**src/rtl/asf_pkg.sv**
```systemverilog
// Package for the anchored spring force block.
// Holds widths, reset values, register indexes and the item types.
// Used by every module of the block; depends on nothing.
package asf_pkg;

  localparam int unsigned FRAC_BITS = 16;
  localparam int unsigned POS_W     = 32;
  localparam int unsigned AD_W      = POS_W + 1;
  localparam int unsigned LEN_W     = AD_W + 1;
  localparam int unsigned K_W       = 31;
  localparam int unsigned Q_W       = 32;
  localparam int unsigned CFG_W     = 32;

  localparam logic [K_W-1:0] STIFF_RESET = K_W'(65536);

  typedef enum logic [1:0] {
    REG_ANCHOR_X  = 2'd0,
    REG_ANCHOR_Y  = 2'd1,
    REG_STIFFNESS = 2'd2,
    REG_REST_LEN  = 2'd3
  } reg_idx_e;

  typedef struct packed {
    logic signed [POS_W-1:0] pos_x;
    logic signed [POS_W-1:0] pos_y;
  } in_item_t;

  typedef struct packed {
    logic signed [Q_W-1:0] force_x;
    logic signed [Q_W-1:0] force_y;
    logic                  saturated;
  } out_item_t;

endpackage

```
**src/rtl/asf_sqrt_cell.sv**
```systemverilog
// One digit cell of the pipelined integer square root chain.
// Resolves one root bit per enabled cycle, passes side data; uses asf_pkg.
module asf_sqrt_cell import asf_pkg::*; #(
  parameter int unsigned RootW = LEN_W,
  parameter int unsigned SideW = 1
) (
  input  logic                 clk_i,
  input  logic                 rst_ni,
  input  logic                 en_i,
  input  logic                 vld_i,
  input  logic [2*RootW-1:0]   rad_i,
  input  logic [RootW+1:0]     rem_i,
  input  logic [RootW-1:0]     root_i,
  input  logic [SideW-1:0]     side_i,
  output logic                 vld_o,
  output logic [2*RootW-1:0]   rad_o,
  output logic [RootW+1:0]     rem_o,
  output logic [RootW-1:0]     root_o,
  output logic [SideW-1:0]     side_o
);

  logic [RootW+3:0]   rem2, trial, sub;
  logic               ge;
  logic               vld_q;
  logic [2*RootW-1:0] rad_q, rad_d;
  logic [RootW+1:0]   rem_q, rem_d;
  logic [RootW-1:0]   root_q, root_d;
  logic [SideW-1:0]   side_q;

  always_comb begin
    rem2   = {rem_i, rad_i[2*RootW-1 -: 2]};
    trial  = {2'b00, root_i, 2'b01};
    ge     = (rem2 >= trial);
    sub    = rem2 - trial;
    rem_d  = ge ? sub[RootW+1:0] : rem2[RootW+1:0];
    root_d = {root_i[RootW-2:0], ge};
    rad_d  = {rad_i[2*RootW-3:0], 2'b00};
  end

  always_ff @(posedge clk_i or negedge rst_ni) begin
    if (!rst_ni) begin
      vld_q <= 1'b0;
    end else if (en_i) begin
      vld_q <= vld_i;
    end
  end

  always_ff @(posedge clk_i) begin
    if (en_i) begin
      rad_q  <= rad_d;
      rem_q  <= rem_d;
      root_q <= root_d;
      side_q <= side_i;
    end
  end

  assign vld_o  = vld_q;
  assign rad_o  = rad_q;
  assign rem_o  = rem_q;
  assign root_o = root_q;
  assign side_o = side_q;

endmodule

```
**config.mk**
```make
export PLATFORM = sky130hd
export DESIGN_NAME = asf_sqrt_cell
export DESIGN_NICKNAME = d
export VERILOG_FILES = /design/src/rtl/asf_pkg.sv /design/src/rtl/asf_sqrt_cell.sv
export SDC_FILE = /design/constraint.sdc
export NUM_CORES = 1
export LEC_CHECK = 0
export BUFFER_PORTS_ARGS = -buffer_cell sky130_fd_sc_hd__buf_2
export CAP_MARGIN = 0
export CORE_ASPECT_RATIO = 0.8
export CORE_MARGIN = 2
export CORE_UTILIZATION = 30
export CTS_CLUSTER_SIZE = 25
export DETAILED_ROUTE_END_ITERATION = 7
export GPL_ROUTABILITY_DRIVEN = 0
export MAX_ROUTING_LAYER = met4
export PLACE_DENSITY_LB_ADDON = 0.1
export SETUP_SLACK_MARGIN = 0.1
export SLEW_MARGIN = 25
export SYNTH_ARGS = -nofsm -noshare
export SYNTH_HDL_FRONTEND = slang
export SYNTH_SLANG_ARGS = --single-unit
```
**constraint.sdc**
```tcl
create_clock -name clk_i -period 0.8 [get_ports clk_i]
set_input_delay 0.08 -clock clk_i [delete_from_list [all_inputs] [get_ports clk_i]]
set_output_delay 0.08 -clock clk_i [all_outputs]
set_load 0.02 [all_outputs]
```
==> qor.txt <==
Die area -> 0.02378 mm^2
CP endpoint -> rem_o[35]
Max-slew violation count -> 0
Reg2reg path depth -> 2
R2R Setup Slk -> -0.10 ns
Core Rows -> 49
Largest family of logic cells by synthesized area -> compound AO/OA/AOI/OAI gates
Residual DRC -> 0
Util after Layout -> 57.75%
Slowest stage cell, crit path -> or4_1
WL final -> 22070 um
Fin crit share -> 270.9%
Tmin final -> 2.167 ns
Worst Setup SP -> root_i[8]
Setup Skew -> 0 ns
Max-Cap Viols -> 0
Critical path arrival -> 2.35 ns
Share of cells above drive strength 1 -> 53.05%
Initial antenna violation count -> 2
Area Growth Syn to Fin -> 90.46%
Initial core utilization -> 30.32%
Reg2reg start -> vld_o
Largest net degree at the start of global routing -> 45
Top Family by Delay on Critical Path -> compound AO/OA/AOI/OAI gates
Violated checks -> hold timing, setup timing
Clock transition at path regs -> 0.07 ns
Setup violators final -> 176
Met2 GRT Util -> 30.04%
Core Region -> 0.02232 mm^2
CTS root buf -> clkbuf_16
Critical path class -> primary input to flip-flop
Grt total ovfl -> 0
Cts hold-fix bufs -> 113
Run status -> finished with violations
CP endpoint kind -> flip-flop
Initial DRC Count -> 276
Drt pass-1 iters -> 5
Ports -> 283
Synth cell types -> 58
CTS H-tree depth -> 4
FMAX -> 461.4 MHz
Fin Hold WS -> -0.03796 ns
Compound-gate portion of the synthesized area -> 14.81%
Cell count after synthesis -> 542
Worst path bufs/invs -> 2
PwrDens -> 1883 mW/mm^2
Yosys reg bits -> 138
Ys Warns -> 0
Post-synth ARST share -> 0.7246%
Worst slack at placement -> -2.064 ns
Clock sinks -> 138
HP Class -> primary input to flip-flop
Slew @ Worst Pin -> 0.5052 ns
Main synth FF type -> edfxtp_1
Worst vdd ir -> 1.073 mV
Worst-skew pair later-pin latency -> 0.42 ns
Final hold vios -> 2
Clock buffer count from CTS -> 17
Vias per Instance -> 4.465
Post-Synth XOR/XNOR Area -> 3.883%
Via count -> 6425
CP startpoint kind -> primary input
PortBufs -> 280
Post-synthesis simple-gate area fraction -> 8.395%
Met1 Usage GRT -> 23.14%
Vias in the first global route -> 6781
Post-synth EDFFs -> 137
Stages on worst setup path -> 11
Post-route ant nets -> 0
Req. time, crit path -> 0.98 ns
Synth Cell Area -> 0.006766 mm^2
First-pass GRT wire length -> 33710 um
Die height -> 138.3 um
RSZ-0062 raised after global routing -> true
DR WL/cell -> 15.33 um
Reg2reg end -> vld_o
HPWL Detailed -> 15580 um
Met3 Use GR -> 4.724%
Post-route setup slack -> -1.367 ns
CTS tree -> done
P_leak -> 5.645 nW
CTS Buffer Depth -> 2
Register area share after synthesis -> 61.17%
Slew margin rel. -> 66.23%
Mapped Avg Cell Area -> 12.48 um^2
Crit path largest cell delay -> 0.40 ns
Total track usage -> 18.62%
Critical-path cell list -> buf_2, inv_2, ha_4, a21o_1, o21bai_4, a221o_1, a31o_1, a31oi_1, a21oi_1, or4_1, a32o_1
CP max FO -> 3
Number of nets in the layout -> 1297
Adder-cell share of the synthesized area -> 6.657%
Multiplexer share of the synthesized area -> 0.7951%
Die X-Extent -> 171.9 um
Most Crowded Layer GR -> met2
==> kinds of logic (layout without fill, tap and decap cells) <==
kind of cell | count (synthesis) | in the layout
compound gates | 147 | 147
flops | 138 | 138
simple gates | 125 | 125
buf+inv | 60 | 648
fa+ha+maj | 36 | 36
xor+xnor | 30 | 30
mux | 5 | 5
other cells | 1 | 4
==> report_power, final <==
group | total [mW] | leakage (nW) | internal, mW | switching [mW]
logic | 7.12 | 4.02 | 3.73 | 3.39
registers | 9.13 | 1.35 | 8.84 | 0.289
clock network | 8.01 | 0.277 | 4.43 | 3.58
==> Yosys cell counts, drive strengths merged, types with 2 or more instances <==
cell type  instances  area share, %
xor2              13            1.7
nand2b             4           0.37
edfxtp           137             61
nor2              23            1.3
clkbuf             6           0.33
nor4               2           0.18
ha                36            6.7
nor2b              8           0.74
inv               44            2.4
o211ai             3           0.33
a2111oi            3           0.39
nor3               6           0.44
a2111o             2           0.33
mux2               3           0.50
nor3b              2           0.22
nand3              9           0.67
buf               10            1.5
a31o               2           0.26
mux2i              2           0.30
nand4              6           0.55
o41ai              2           0.26
a221o              2           0.30
o21ai             51            5.0
a31oi              7           0.65
nand2             57            3.2
and3               3           0.28
xnor2             17            2.2
a211oi             3           0.52
a21o              14            1.6
o21bai             4           0.44
a21oi             38            2.8
o21a               5           0.55
==> registers in the layout, indices dropped and copies added (netlist names) <==
name	flops
rem_o	36
side_o	1
rad_o	66
vld_o	1
root_o	34
==> layout by cell type (no fill, tap or decap), types with 6 or more instances in the layout <==
| cell type | synthesis | final |
|---|---|---|
| nor2b_1 | 8 | 7 |
| nand2_2 | 0 | 10 |
| o21ai_2 | 22 | 29 |
| buf_12 | 0 | 7 |
| dlygate4sd3_1 | 0 | 113 |
| a21oi_1 | 38 | 30 |
| nand2_1 | 57 | 42 |
| xnor2_1 | 17 | 15 |
| a21o_1 | 14 | 14 |
| buf_4 | 5 | 161 |
| ha_4 | 0 | 15 |
| xor2_1 | 13 | 13 |
| inv_1 | 44 | 34 |
| edfxtp_1 | 137 | 137 |
| clkbuf_16 | 0 | 17 |
| nor2_1 | 23 | 21 |
| buf_6 | 1 | 107 |
| ha_1 | 36 | 19 |
| inv_2 | 0 | 6 |
| nand4_1 | 6 | 6 |
| inv_6 | 0 | 6 |
| buf_2 | 1 | 177 |
| nand3_1 | 9 | 7 |
| o21ai_0 | 22 | 17 |
==> per-stage QoR <==
step / power (mW) / setup TNS, ns / area [um^2] / cells
after floorplan: 12.04 / -59.92 / 6903 / 543
after global placement: 14.63 / -73.98 / 9854 / 1278
after detailed placement: 14.68 / -77.83 / 9854 / 1278
after CTS: 23.96 / -82.61 / 12260 / 1432
after global routing: 25.41 / -86.61 / 12890 / 1439
final: 24.26 / -78.72 / 12890 / 1439
==> repair_timing <==
item / in CTS / in global routing
gates resized for setup: 145 / 168
pin swaps: 37 / 21
cloned: 2 / 0
setup buffers: 7 / 7
setup endpoints to repair: 176 / 176
hold endpoints to repair: 116 / 2
==> metal layers <==
| metal | vias up | part of all wire (%) |
|---|---|---|
| li1 | 3177 | - |
| met5 | - | 0 |
| met2 | 223 | 47 |
| met3 | 24 | 7.0 |
| met1 | 3001 | 44 |
| met4 | 0 | 1.4 |
==> cell type report <==
class                           count  area, um^2
Multi-Input combinational cell    345        2889
Antenna cell                        2       5.005
Fill cell                        1902        9429
Sequential cell                   138        4140
Clock buffer                       18       429.2
Clock inverter                     14       155.1
Tap cell                          306       382.9
Inverter                           44       185.2
Timing Repair Buffer              572        4701
==> worst min-delay path by stage <==
| stage | cells after the start | from | slack (ns) | endpoint |
|---|---|---|---|---|
| floorplan | 0 | rst_ni | -0.22 | vld_o |
| global placement | 1 | rst_ni | -0.15 | vld_o |
| detailed placement | 1 | rst_ni | -0.14 | vld_o |
| CTS | 2 | rem_i[2] | -0.06 | rem_o[4] |
| global route | 2 | rem_i[2] | -0.05 | rem_o[4] |
| finish | 2 | rem_i[2] | -0.04 | rem_o[4] |
(Power assumes the default switching activity.)
