[config.mk]
export PLATFORM = sky130hd
export DESIGN_NAME = asf_div_cell
export DESIGN_NICKNAME = d
export VERILOG_FILES = /design/src/rtl/asf_pkg.sv /design/src/rtl/asf_div_cell.sv
export SDC_FILE = /design/constraint.sdc
export NUM_CORES = 1
export LEC_CHECK = 0
export BUFFER_PORTS_ARGS = -buffer_cell sky130_fd_sc_hd__buf_2
export CORE_AREA = 2 2 187 189
export DETAILED_ROUTE_END_ITERATION = 16
export DIE_AREA = 0 0 189 191
export GPL_TIMING_DRIVEN = 0
export PLACE_DENSITY = 0.63
export SLEW_MARGIN = 20
export SYNTH_ARGS = -nofsm -noshare
export SYNTH_HDL_FRONTEND = slang
export SYNTH_SLANG_ARGS = --single-unit
[constraint.sdc]
create_clock -name clk_i -period 0.8 [get_ports clk_i]
set_input_delay 0.04 -clock clk_i [delete_from_list [all_inputs] [get_ports clk_i]]
set_output_delay 0.04 -clock clk_i [all_outputs]
set_load 0.03 [all_outputs]
[src/rtl/asf_pkg.sv]
// Package for the anchored spring force block.
// Holds widths, reset values, register indexes and the item types.
// Used by every module of the block; depends on nothing.
package asf_pkg;

  localparam int unsigned FRAC_BITS = 16;
  localparam int unsigned POS_W     = 32;
  localparam int unsigned AD_W      = POS_W + 1;
  localparam int unsigned LEN_W     = AD_W + 1;
  localparam int unsigned K_W       = 31;
  localparam int unsigned Q_W       = 32;
  localparam int unsigned CFG_W     = 32;

  localparam logic [K_W-1:0] STIFF_RESET = K_W'(65536);

  typedef enum logic [1:0] {
    REG_ANCHOR_X  = 2'd0,
    REG_ANCHOR_Y  = 2'd1,
    REG_STIFFNESS = 2'd2,
    REG_REST_LEN  = 2'd3
  } reg_idx_e;

  typedef struct packed {
    logic signed [POS_W-1:0] pos_x;
    logic signed [POS_W-1:0] pos_y;
  } in_item_t;

  typedef struct packed {
    logic signed [Q_W-1:0] force_x;
    logic signed [Q_W-1:0] force_y;
    logic                  saturated;
  } out_item_t;

endpackage

[src/rtl/asf_div_cell.sv]
// One restoring division cell for both force lanes.
// One quotient bit per lane per enabled cycle; uses asf_pkg.
module asf_div_cell import asf_pkg::*; #(
  parameter int unsigned LenW  = LEN_W,
  parameter int unsigned NumW  = Q_W,
  parameter int unsigned SideW = 1
) (
  input  logic                  clk_i,
  input  logic                  rst_ni,
  input  logic                  en_i,
  input  logic                  vld_i,
  input  logic [LenW-1:0]       den_i,
  input  logic [1:0][LenW-1:0]  rem_i,
  input  logic [1:0][NumW-1:0]  num_i,
  input  logic [1:0][NumW-1:0]  quo_i,
  input  logic [SideW-1:0]      side_i,
  output logic                  vld_o,
  output logic [LenW-1:0]       den_o,
  output logic [1:0][LenW-1:0]  rem_o,
  output logic [1:0][NumW-1:0]  num_o,
  output logic [1:0][NumW-1:0]  quo_o,
  output logic [SideW-1:0]      side_o
);

  logic [LenW:0]              r2, sub;
  logic                       ge;
  logic [1:0][LenW-1:0]       rem_d, rem_q;
  logic [1:0][NumW-1:0]       num_d, num_q, quo_d, quo_q;
  logic                       vld_q;
  logic [LenW-1:0]            den_q;
  logic [SideW-1:0]           side_q;

  always_comb begin
    r2    = '0;
    sub   = '0;
    ge    = 1'b0;
    rem_d = '0;
    num_d = '0;
    quo_d = '0;
    for (int l = 0; l < 2; l++) begin
      r2       = {rem_i[l], num_i[l][NumW-1]};
      ge       = (r2 >= {1'b0, den_i});
      sub      = r2 - {1'b0, den_i};
      rem_d[l] = ge ? sub[LenW-1:0] : r2[LenW-1:0];
      num_d[l] = {num_i[l][NumW-2:0], 1'b0};
      quo_d[l] = {quo_i[l][NumW-2:0], ge};
    end
  end

  always_ff @(posedge clk_i or negedge rst_ni) begin
    if (!rst_ni) begin
      vld_q <= 1'b0;
    end else if (en_i) begin
      vld_q <= vld_i;
    end
  end

  always_ff @(posedge clk_i) begin
    if (en_i) begin
      den_q  <= den_i;
      rem_q  <= rem_d;
      num_q  <= num_d;
      quo_q  <= quo_d;
      side_q <= side_i;
    end
  end

  assign vld_o  = vld_q;
  assign den_o  = den_q;
  assign rem_o  = rem_q;
  assign num_o  = num_q;
  assign quo_o  = quo_q;
  assign side_o = side_q;

endmodule

==> results list, run 1 <==
- Vias per std cell: 5.06
- Global routing used 23.1% of the available tracks.
- Fin cells: 2214
- STA puts the critical path data arrival time at 2.74 ns.
* Family with the most delay on the worst path: compound AO/OA/AOI/OAI gates
- Detailed routing inserted a total of 11200 vias.
- Cell Int Power: 28.4 mW
- Power per unit of standard cell area: 1940 nW/um2
* Max-capacitance violation count: 0
* Kind of critical path: in -> reg
- Most common library cell in the layout ignoring fill and taps: sky130_fd_sc_hd__buf_6
- Static leakage: 8.95 nW
- Outcome: finished with violations
* Routed wire per std cell: 21.5 um
- Filler Cell Count: 2534
- Period utilization: 306%
* Worst setup slack after layout: -1.65 ns
* Worst vdd rail ir drop: 1.80 mV
- Measured in cells, the most critical reg-to-reg path has a length of 1.
- Part of the power in combinational logic: 33.8%
* Sink Count: 230
* CTS tree: done
- In this run the deepest clock path goes through 3 buffers.
- Total instance count after detailed placement: 1864
- In this run the worst path has a maximum fanout of 6.
- After clock tree synthesis, the clock-pin slew on the worst setup and hold paths is 0.06 ns.
- After global routing the overflow that remains totals 0.
- Wires add up to 47500 um.
- At the worst endpoint, the required time is 1.09 ns.
- Dividing the synthesized area by the synthesized cell count gives 12.5 um2.
- Biggest cell delay along the critical path: 0.42 ns
- Fraction of registers with async set or reset after synthesis: 0.435%
- The setup check on the worst reg-to-reg path leaves a slack of 0.03 ns.
- Slowest cell on the critical path: sky130_fd_sc_hd__o211ai_1
- Top-level I/O count: 467
- Num CTS Buffers: 27
- Pwr Total: 41.4 mW
- The library cells used most frequently in the layout, excluding fill and tap cells, are sky130_fd_sc_hd__buf_6, sky130_fd_sc_hd__dlygate4sd3_1, sky130_fd_sc_hd__edfxtp_1.
- In this run the tool buffered the top-level ports with 462 buffer cells.
- The Yosys step of the flow raised 0 warnings.
- Antenna violations before repair: 8
- The worst register-to-register path begins at vld_o$_DFFE_PN0P_.
- Of the cells placed in the final design, the portion with a size suffix greater than 1 is 45.5%.
- The signal on the critical path passes through buf_8 -> clkinvlp_4 -> ha_4 -> nand2b_4 -> a21oi_2 -> o211ai_1 -> a31oi_2 -> a211o_4 -> a21o_1 -> a31oi_4 -> buf_12 -> clkbuf_16 -> mux2_4.
- In the final design database the tool counted 2038 nets.
- At the end of routability-driven placement, the weighted congestion stood at 0.884.
* Worst Skew: 0 ns
- Share of synthesized area occupied by flip-flops and latches: 58.5%
* Share of Yosys cell area claimed by the top area cell type: 58.3%
- For the pin with the worst max-slew slack, the measured transition is 0.658 ns.
* Number of remaining DRC errors: 0
- The cell area that synthesis handed to floorplanning was 11800 um2.
- Setup repair after global routing could not meet its margin everywhere.
- Count of flip-flops with a built-in enable after synthesis: 229
* DIE AREA: 36100 um2
- The first global-routing pass estimated 64200 um of wire.
- Once the floorplan was initialized, standard cells occupied 34.6% of the core.
- DRT antenna net count: 0
- Area growth from synthesis to final layout: 80.8%
- The max-slew violation count came to 0.
* Element type at the critical path start: primary input
- In this run the clock root is driven by a sky130_fd_sc_hd__clkbuf_16.
- Counting instances, the worst hold path has a depth of 1.
- The final hold violation count is 39.
- The synthesized design contains 230 register bits.
- Headroom to the max-slew limit came out at 55.7%.
* Post-Route Hold Slack: -0.0975 ns
* Top cells by area, synth: sky130_fd_sc_hd__edfxtp_1, sky130_fd_sc_hd__ha_1, sky130_fd_sc_hd__mux2_2
- Derived from the worst setup path, the maximum achievable clock frequency is 408 MHz.
- Failing checks: negative hold slack, negative setup slack
- Pre-antenna DRT Iters: 5
* Worst min-delay path startpoint: en_i
* Hold-fix buffers at CTS: 230
- The most used flip-flop cell after synthesis is sky130_fd_sc_hd__edfxtp_1.
- The netlist uses 69 different library cells.
- The clock network burns 28.9% of the power.
* Row count: 68
- In this run the number of H-tree levels came out at 1.
- Die Span Y: 191 um
- Maximum number of pins on one net before global-route repair: 102
* Switching power: 13.0 mW
- DPL Wire Length: 29600 um
* Switching fraction of total power: 31.3%
* Via count of the first global-routing pass: 11200
- Hold-critical path endpoint: num_o[26]$_DFFE_PP_
- STA classifies the critical path endpoint as a flop.
- After the first detailed-routing iteration, the DRC count stood at 668.
- The number of buffers and inverters on the critical path is 4.
- Post-synthesis instance total: 944
- The later pin in the worst-skew pair is clocked with a latency of 0.53 ns.
* Count of endpoints failing setup in the final report: 300
- The worst hold path belongs to the class in -> reg.
- Die X-Extent: 189 um
* Largest area contributor in the netlist: sky130_fd_sc_hd__edfxtp_1
- Registers are responsible for 37.3% of the overall power.
- Final critical-path required period: 2.45 ns
- After floorplanning, the core was sized to cover 34100 um2.
- Terminus of the critical flop-to-flop path: vld_o$_DFFE_PN0P_
-- through the flow --
stage | utilization, % | setup WS (ns) | hold slack, ns | TNS [ns] | cell area (um2)
after global routing | 62.5 | -1.69 | -0.106 | -191.85 | 21300
after CTS | 56.8 | -1.60 | -0.122 | -187.44 | 19400
after global placement | 43.9 | -3.74 | -0.184 | -988.86 | 15000
after floorplan | - | -1.91 | -0.256 | -122.25 | 12100
final | 62.5 | -1.65 | -0.0975 | -179.42 | 21300
after detailed placement | 44.1 | -2.71 | -0.184 | -254.57 | 15000
-- layout make-up --
cell class                      instances  area, um2  share of cell area [%]
Clock buffer                           31        691                    3.24
Antenna cell                            7       17.5                  0.0822
Clock inverter                         17        149                   0.698
Timing Repair Buffer                  764       6890                    32.3
Buffer                                 21        209                   0.980
Tap cell                              455        569                    2.67
Inverter                               61        279                    1.31
Multi-Input combinational cell        628       5610                    26.3
Sequential cell                       230       6900                    32.4
-- flip-flops by register name, summed over array words and instances (netlist names) --
register,flops
den_o,34
vld_o,1
rem_o,68
quo_o,64
num_o,62
side_o,1
-- power by group through the flow --
stage | registers, mW | clock network [mW] | logic (mW)
after floorplan | 17.9 | 0 | 3.88
after global placement | 15.4 | 0 | 9.61
after detailed placement | 15.3 | 0 | 9.71
after CTS | 15.2 | 12.2 | 11.9
after global routing | 15.6 | 12.7 | 14.7
final | 15.5 | 11.9 | 14.0
-- synthesized netlist by cell type, types with 5 or more instances --
cell	count
sky130_fd_sc_hd__o21ai_0	33
sky130_fd_sc_hd__a21oi_1	87
sky130_fd_sc_hd__o211ai_1	9
sky130_fd_sc_hd__clkbuf_1	16
sky130_fd_sc_hd__xnor2_1	33
sky130_fd_sc_hd__nor2b_1	7
sky130_fd_sc_hd__nor3_1	13
sky130_fd_sc_hd__nand2_1	54
sky130_fd_sc_hd__a2111oi_0	5
sky130_fd_sc_hd__nand4_1	11
sky130_fd_sc_hd__and3_1	5
sky130_fd_sc_hd__or2_2	5
sky130_fd_sc_hd__xor2_1	18
sky130_fd_sc_hd__o21a_1	7
sky130_fd_sc_hd__nor2_1	66
sky130_fd_sc_hd__o21bai_1	9
sky130_fd_sc_hd__a21o_1	37
sky130_fd_sc_hd__mux2_2	45
sky130_fd_sc_hd__a31oi_1	7
sky130_fd_sc_hd__nand3_1	18
sky130_fd_sc_hd__ha_1	68
sky130_fd_sc_hd__nand2b_1	6
sky130_fd_sc_hd__and2_1	5
sky130_fd_sc_hd__edfxtp_1	229
sky130_fd_sc_hd__mux2i_1	5
sky130_fd_sc_hd__nor4_1	5
sky130_fd_sc_hd__a211oi_1	5
sky130_fd_sc_hd__inv_1	60
sky130_fd_sc_hd__buf_2	5
sky130_fd_sc_hd__a31o_2	5
-- worst max path at each step --
stage	start	cells past startpoint	slack [ns]	to
2_1_floorplan	rem_i[49]	10	-1.91	rem_o[39]$_DFFE_PP_
3_3_place_gp	en_i	2	-3.74	vld_o$_DFFE_PN0P_
3_5_place_dp	den_i[12]	12	-2.71	rem_o[65]$_DFFE_PP_
4_1_cts	den_i[1]	13	-1.60	rem_o[41]$_DFFE_PP_
5_1_grt	den_i[1]	13	-1.69	rem_o[48]$_DFFE_PP_
6_report	den_i[1]	13	-1.65	rem_o[39]$_DFFE_PP_
-- layer usage --
layer	vias up	global-route usage [%]	wire, um
met5	-	0	25
met4	4	11.8	2770
met3	149	4.81	2890
met2	448	42.9	24800
met1	5403	24.7	17000
li1	5188	-	-
-- logic make-up after synthesis --
group | count (synthesis) | synth area share, %
AO/OA/AOI/OAI | 245 | 13.8
flip-flops | 230 | 58.5
AND/OR/NAND/NOR | 210 | 8.50
other | 1 | 0.0318
XOR/XNOR | 51 | 3.79
multiplexers | 50 | 4.72
buffers and inverters | 87 | 3.08
adder cells (fa/ha/maj) | 70 | 7.55
-- repair_timing --
| action | CTS | global route |
|---|---|---|
| setup endpoints to repair | 300 | 301 |
| pin swaps | 23 | 39 |
| cloned | 2 | 6 |
| endpoints found under the hold margin | 268 | 39 |
| resized for setup | 240 | 632 |
| buffers inserted | 38 | 26 |
Note: power is estimated with default switching activity, not from simulation.
==> run 2, diff against run 1 <==
Settings changed: REMOVE_ABC_BUFFERS set to 1.
==> run 2 against run 1 <==
Net effect:
- the flow still finishes with violations (negative hold slack, negative setup slack)
- highest routed layer unchanged
- via count up 1.2%
- final area up 0.83%
- critical path type unchanged
- non-clock buffer count decreased by 13
- combinational power about the same
- setup slack about the same
- sequential power hardly changed
==> results list, run 2 (same netlist as run 1, synthesis figures left out) <==
- DPL Wire Length: 29000 um
* Worst max-slew margin expressed relative to the limit: 54.5%
* Remaining global-route overflow: 0
- CTS built an H-tree with a depth of 1.
* Num CTS Buffers: 26
- Max clock buf depth: 3
- Setup violations remaining at the end of the flow were counted as 301.
- The later pin in the worst-skew pair is clocked with a latency of 0.55 ns.
- The final reports fail on negative hold slack, negative setup slack.
- Worst path most repeated cell: sky130_fd_sc_hd__a21o_1
- Pre-antenna DRT Iters: 5
- Most used cells in the layout excluding fill and tap cells: sky130_fd_sc_hd__buf_6, sky130_fd_sc_hd__dlygate4sd3_1, sky130_fd_sc_hd__edfxtp_1
* Routed wire per std cell: 21.8 um
* Die Span Y: 191 um
* Worst Skew: 0 ns
- Based on the critical path, the design can be clocked at up to 408 MHz.
- The tree is rooted in a sky130_fd_sc_hd__clkbuf_16.
* Element type at the critical path start: primary input
- Max-capacitance violation count: 0
- For this block, the initial DRC count from the detailed router was 893.
- Worst-path maximum fanout: 5
- Subtracting the final worst setup slack from the clock period gives 2.45 ns.
- The tree built by TritonCTS fans out to 230 sinks.
* DRT antenna net count: 0
* Total instance count after detailed placement: 1840
* CTS clk-pin slew, worst paths: 0.07 ns
- Maximum number of pins on one net before global-route repair: 61
* GP Congestion: 0.938
- Worst Hold Class: in -> reg
- Setup repair after global routing could not meet its margin everywhere.
- Effective utilization at floorplan: 34.6%
* Vias per std cell: 5.13
- Power per unit of standard cell area: 1930 nW/um2
* Wire length reported by the detailed router: 48200 um
- DIE AREA: 36100 um2
- Traced cell by cell, the critical path runs through buf_8 -> inv_8 -> ha_4 -> a21o_1 -> a21o_1 -> a2111oi_4 -> a31oi_4 -> a211o_4 -> a21o_1 -> a31oi_4 -> buf_12 -> clkbuf_16 -> mux2_2.
- Global-route wire length before repair: 69100 um
- Routed via count: 11300
- Across all hold checks on the routed design, the worst slack comes to -0.0976 ns.
- In this design, the stage delay of the slowest critical-path cell is 0.39 ns.
- Count of input and output buffers: 462
* Family with the most delay on the worst path: compound AO/OA/AOI/OAI gates
- Number of flip-flops in the largest register: 68
- Once layout is complete, the cells apart from fillers number 2207.
- The max-slew violation count was 0.
- Period utilization: 306%
* Number of remaining DRC errors: 0
* Final Hold Vio Count: 57
* Final instance area: 21500 um2
* Slowest cell on the critical path: sky130_fd_sc_hd__a2111oi_4
* Fraction of layout cells with a size suffix above 1: 46.1%
- The flow ran to the end, but the final reports show violations.
* Via count of the first global-routing pass: 11500
- CP Capture Type: flop
* Critical path required time: 1.09 ns
* Pwr Total: 41.5 mW
- Die X-Extent: 189 um
- The number of antenna violations at the first check in global routing was 11.
- Once layout is complete, the utilization of the core stands at 63.0%.
- All-Layer GR Usage: 25.1%
* Total placed instance area: 14700 um2
- After floorplanning, the core was sized to cover 34100 um2.
- Worst vdd rail ir drop: 1.55 mV
- CTS tree: done
* Top-level I/O count: 467
- Setup TNS: -179.29 ns
* Critical path buffers and inverters: 4
* Kind of critical path: in -> reg
* Worst setup slack after layout: -1.65 ns
* Area growth from synthesis to final layout: 82.3%
- Row generation in the floorplan step produced 68 rows.
- Transition time at the pin with the least slew margin: 0.675 ns
- Static leakage: 8.97 nW
- STA puts the critical path data arrival time at 2.74 ns.
* Final nets: 2029
- Leaving out fill and tap cells, the most frequent cell in the layout is sky130_fd_sc_hd__buf_6.
## run 2: changes by cell type in the layout (fill, tap and decap cells not counted), sizes merged
cell | previous run | this run
clkbuf | 45 | 32
diode | 7 | 11
dlygate4sd3 | 230 | 231
buf | 541 | 539
clkinv | 14 | 11
bufbuf | 0 | 1
clkinvlp | 2 | 3
inv | 60 | 64
## run 2: final cells by class
class | instances | area (um2)
antenna | 11 | 27.5
clock buffer | 31 | 691
clock inverter | 14 | 131
fill | 2479 | 12600
inverter | 61 | 295
multi-input combinational | 628 | 5710
sequential | 230 | 6900
tap | 455 | 569
timing repair buffer | 772 | 7080
timing repair inverter | 5 | 88.8
## run 2: path summary, 6_finish.rpt
path | startpoint | end | slack [ns] | cells after the start
max in group asynchronous | rst_ni | vld_o$_DFFE_PN0P_ | 0.33 | 3
max reg2reg | vld_o$_DFFE_PN0P_ | vld_o$_DFFE_PN0P_ | -0.09 | 2
max | den_i[16] | rem_o[44]$_DFFE_PP_ | -1.65 | 13
min reg2reg | vld_o$_DFFE_PN0P_ | vld_o$_DFFE_PN0P_ | 0.64 | 2
min | en_i | quo_o[54]$_DFFE_PP_ | -0.1 | 1
min in group asynchronous | rst_ni | vld_o$_DFFE_PN0P_ | 0.35 | 3
## run 2: report_power, final
part	total (mW)	internal, mW	leakage (nW)	switching [mW]
registers	15.5	14.8	2.25	0.643
clock network	11.8	6.78	0.395	5.06
logic	14.2	6.79	6.32	7.39
## run 2: metrics by stage
step / setup slack (ns) / hold slack [ns]
3_5_place_dp: -3.16 / -0.184
5_1_grt: -1.69 / -0.0833
4_1_cts: -1.60 / -0.186
3_3_place_gp: -3.69 / -0.185
2_1_floorplan: -2.46 / -0.256
6_report: -1.65 / -0.0976
## run 2: timing repair
action / in CTS / in global routing
cloned: 9 / 1
setup endpoints to repair: 407 / 314
gates resized for setup: 712 / 86
hold buffers: 230 / 1
pin swaps: 58 / 32
buffers inserted: 58 / 16
hold endpoints to repair: 286 / 58
## run 2: layer usage
metal / up-vias / GRT usage (%) / share of wire [%]
met5: - / 0 / 0.027
met4: 2 / 15.3 / 7.0
li1: 5153 / - / -
met1: 5445 / 27.9 / 37
met3: 163 / 4.79 / 6.6
met2: 562 / 44.5 / 50
==> run 3, diff against run 2 <==
Settings changed: HOLD_SLACK_MARGIN set to 0.12, SETUP_SLACK_MARGIN set to 0.02.
==> run 3 against run 2 <==
Net effect:
- the run still ends with negative hold slack, negative setup slack left
- sequential share of layout area grew 1.1 points
- via count down 0.95%
- highest routed layer unchanged
- die area did not move
- first-iteration DRC count is 11% lower
- final cell count shrank 1.0%
- critical path depth stayed put
- final area fell by 3.2%
- clock-buffer cell count did not move
- maximum frequency decreased by 1.5%
- clock power about the same
==> results list, run 3 (same netlist as run 1, synthesis figures left out) <==
- Final nets: 2007
- Via count of the first global-routing pass: 10700
* Peak Freq: 402 MHz
* Maximum number of pins on one net before global-route repair: 108
- On the final layout, the worst hold slack is -0.275 ns.
* Outcome: finished with violations
- The routed design has 48100 um of wire.
- DPL Wire Length: 29000 um
* Pwr Total: 40.7 mW
- Final Hold Vio Count: 63
- The final reports fail on negative hold slack, negative setup slack.
- The path class of the tightest hold or removal check is in -> reg.
- Setup TNS: -179.34 ns
- Fraction of layout cells with a size suffix above 1: 43.3%
- STA classifies the critical path endpoint as a flop.
- For the pin with the worst max-slew slack, the measured transition is 0.675 ns.
* All-Layer GR Usage: 22.4%
- 467 I/O pins were placed.
- Before antenna repair, the detailed router went through 5 iterations.
- Element type at the critical path start: primary input
- Dividing the detail-routed wire length by the instance count gives 22.0 um.
* Max clock buf depth: 3
- Timing analysis after detailed placement gives a worst setup slack of -3.16 ns.
* Critical path required time: 1.08 ns
- Count of input and output buffers: 462
- The startpoint identified for the worst hold timing path is den_i[0].
* Antenna violations before repair: 11
* H-tree depth: 1
* GP Congestion: 0.938
* CTS clk-pin slew, worst paths: 0.06 ns
* Clock tree root buffer cell: sky130_fd_sc_hd__clkbuf_16
- Num CTS Buffers: 26
- TritonCTS built the clock tree.
* Most common library cell in the layout ignoring fill and taps: sky130_fd_sc_hd__edfxtp_1
- The die is 189 um wide.
* Final critical-path required period: 2.49 ns
- Kind of critical path: in -> reg
- DRT antenna net count: 0
* Die Span Y: 191 um
* Max-capacitance violation count: 0
* Worst setup slack after layout: -1.69 ns
- Sink Count: 230
- Global-route wire length before repair: 62200 um
- Power per unit of standard cell area: 1960 nW/um2
- Relative to the synthesized area, the layout overhead comes to 76.5%.
- For this configuration, the core starts out at a cell density of 34.6%.
- After detailed routing, the number of vias per cell comes to 5.13.
- Summing over every cut layer, the via total after detailed routing is 11200.
- STA puts the critical path data arrival time at 2.77 ns.
- Remaining global-route overflow: 0
* Number of max-slew violations in the final report: 0
- The most critical setup path has its startpoint at den_i[16].
- The clock reaches the later pin of the worst-skew pair after 0.54 ns.
- The floorplan has 68 rows.
* Worst vdd rail ir drop: 1.63 mV
- Number of flip-flops in the largest register: 68
- In the finished design, the share of the clock period the worst path needs comes to 311%.
- Along the worst path, the maximum fanout reaches 6.
* Number of remaining DRC errors: 0
* Worst Skew: 0 ns
* Count of endpoints failing setup in the final report: 301
* R2R Path Start: vld_o$_DFFE_PN0P_
- The library cells used most frequently in the layout, excluding fill and tap cells, are sky130_fd_sc_hd__edfxtp_1, sky130_fd_sc_hd__dlygate4sd3_1, sky130_fd_sc_hd__buf_6, sky130_fd_sc_hd__buf_2, sky130_fd_sc_hd__a21oi_1.
- For this block, the initial DRC count from the detailed router was 795.
- Static leakage: 8.75 nW
- The die covers 36100 um2.
- Unrepaired setup endpoints after global routing: true
* Worst max-slew margin expressed relative to the limit: 54.5%
- Core region area: 34100 um2
run 3: what timing repair did:
item / in CTS / in global routing
hold buffers: 214 / 11
endpoints found under the hold margin: 286 / 74
buffers inserted: 33 / 20
gates cloned: 3 / 9
endpoints found under the setup margin: 407 / 408
gates resized for setup: 192 / 680
pin swaps: 39 / 14
run 3: path summary, 6_finish.rpt:
kind                                  endpoint  slack [ns]  cells after the start
max                        rem_o[49]$_DFFE_PP_       -1.69                     13
max in group asynchronous    vld_o$_DFFE_PN0P_        0.34                      3
min                         den_o[0]$_DFFE_PP_       -0.27                      1
min reg2reg                  vld_o$_DFFE_PN0P_        0.62                      1
max reg2reg                  vld_o$_DFFE_PN0P_       -0.03                      1
min in group asynchronous    vld_o$_DFFE_PN0P_        0.36                      3
run 3: layout make-up:
| cell class | count | area, um2 |
|---|---|---|
| timing repair inverter | 5 | 81.3 |
| clock inverter | 14 | 131 |
| tap | 455 | 569 |
| sequential | 230 | 6900 |
| fill | 2582 | 13300 |
| timing repair buffer | 750 | 6760 |
| inverter | 61 | 283 |
| antenna | 11 | 27.5 |
| clock buffer | 31 | 691 |
| multi-input combinational | 628 | 5370 |
run 3: routing by layer:
metal  vias to the layer above  GRT usage [%]  share of wire (%)
met3                       152           4.81                6.7
met4                         4           12.3                5.7
met2                       531           40.4                 51
met1                      5411           24.6                 36
met5                         -              0              0.058
li1                       5119              -                  -
run 3: worst max-delay path: stages:
cell and delay, ns:
sky130_fd_sc_hd__buf_8 0.10, sky130_fd_sc_hd__inv_8 0.06, sky130_fd_sc_hd__ha_4 0.21, sky130_fd_sc_hd__a21o_1 0.18
sky130_fd_sc_hd__a21o_1 0.22, sky130_fd_sc_hd__a2111oi_4 0.39, sky130_fd_sc_hd__a31oi_4 0.16, sky130_fd_sc_hd__a211o_4 0.37
sky130_fd_sc_hd__a21o_1 0.18, sky130_fd_sc_hd__a31oi_4 0.20, sky130_fd_sc_hd__buf_12 0.18, sky130_fd_sc_hd__clkbuf_16 0.16
sky130_fd_sc_hd__mux2_4 0.30
run 3: metrics by stage:
| step | utilization, % | std cells | cell area, um2 |
|---|---|---|---|
| 3_5_place_dp | 42.9 | 1840 | 14700 |
| 3_3_place_gp | 42.6 | 1836 | 14500 |
| 2_1_floorplan | - | 919 | 11700 |
| 6_report | 61.0 | 2185 | 20800 |
| 5_1_grt | 61.0 | 2180 | 20800 |
| 4_1_cts | 54.9 | 2135 | 18700 |
run 3: power by group:
group | switching, mW | internal (mW)
combinational | 7.17 | 6.36
sequential | 0.618 | 14.8
clock | 4.97 | 6.78
total | 12.8 | 28.0
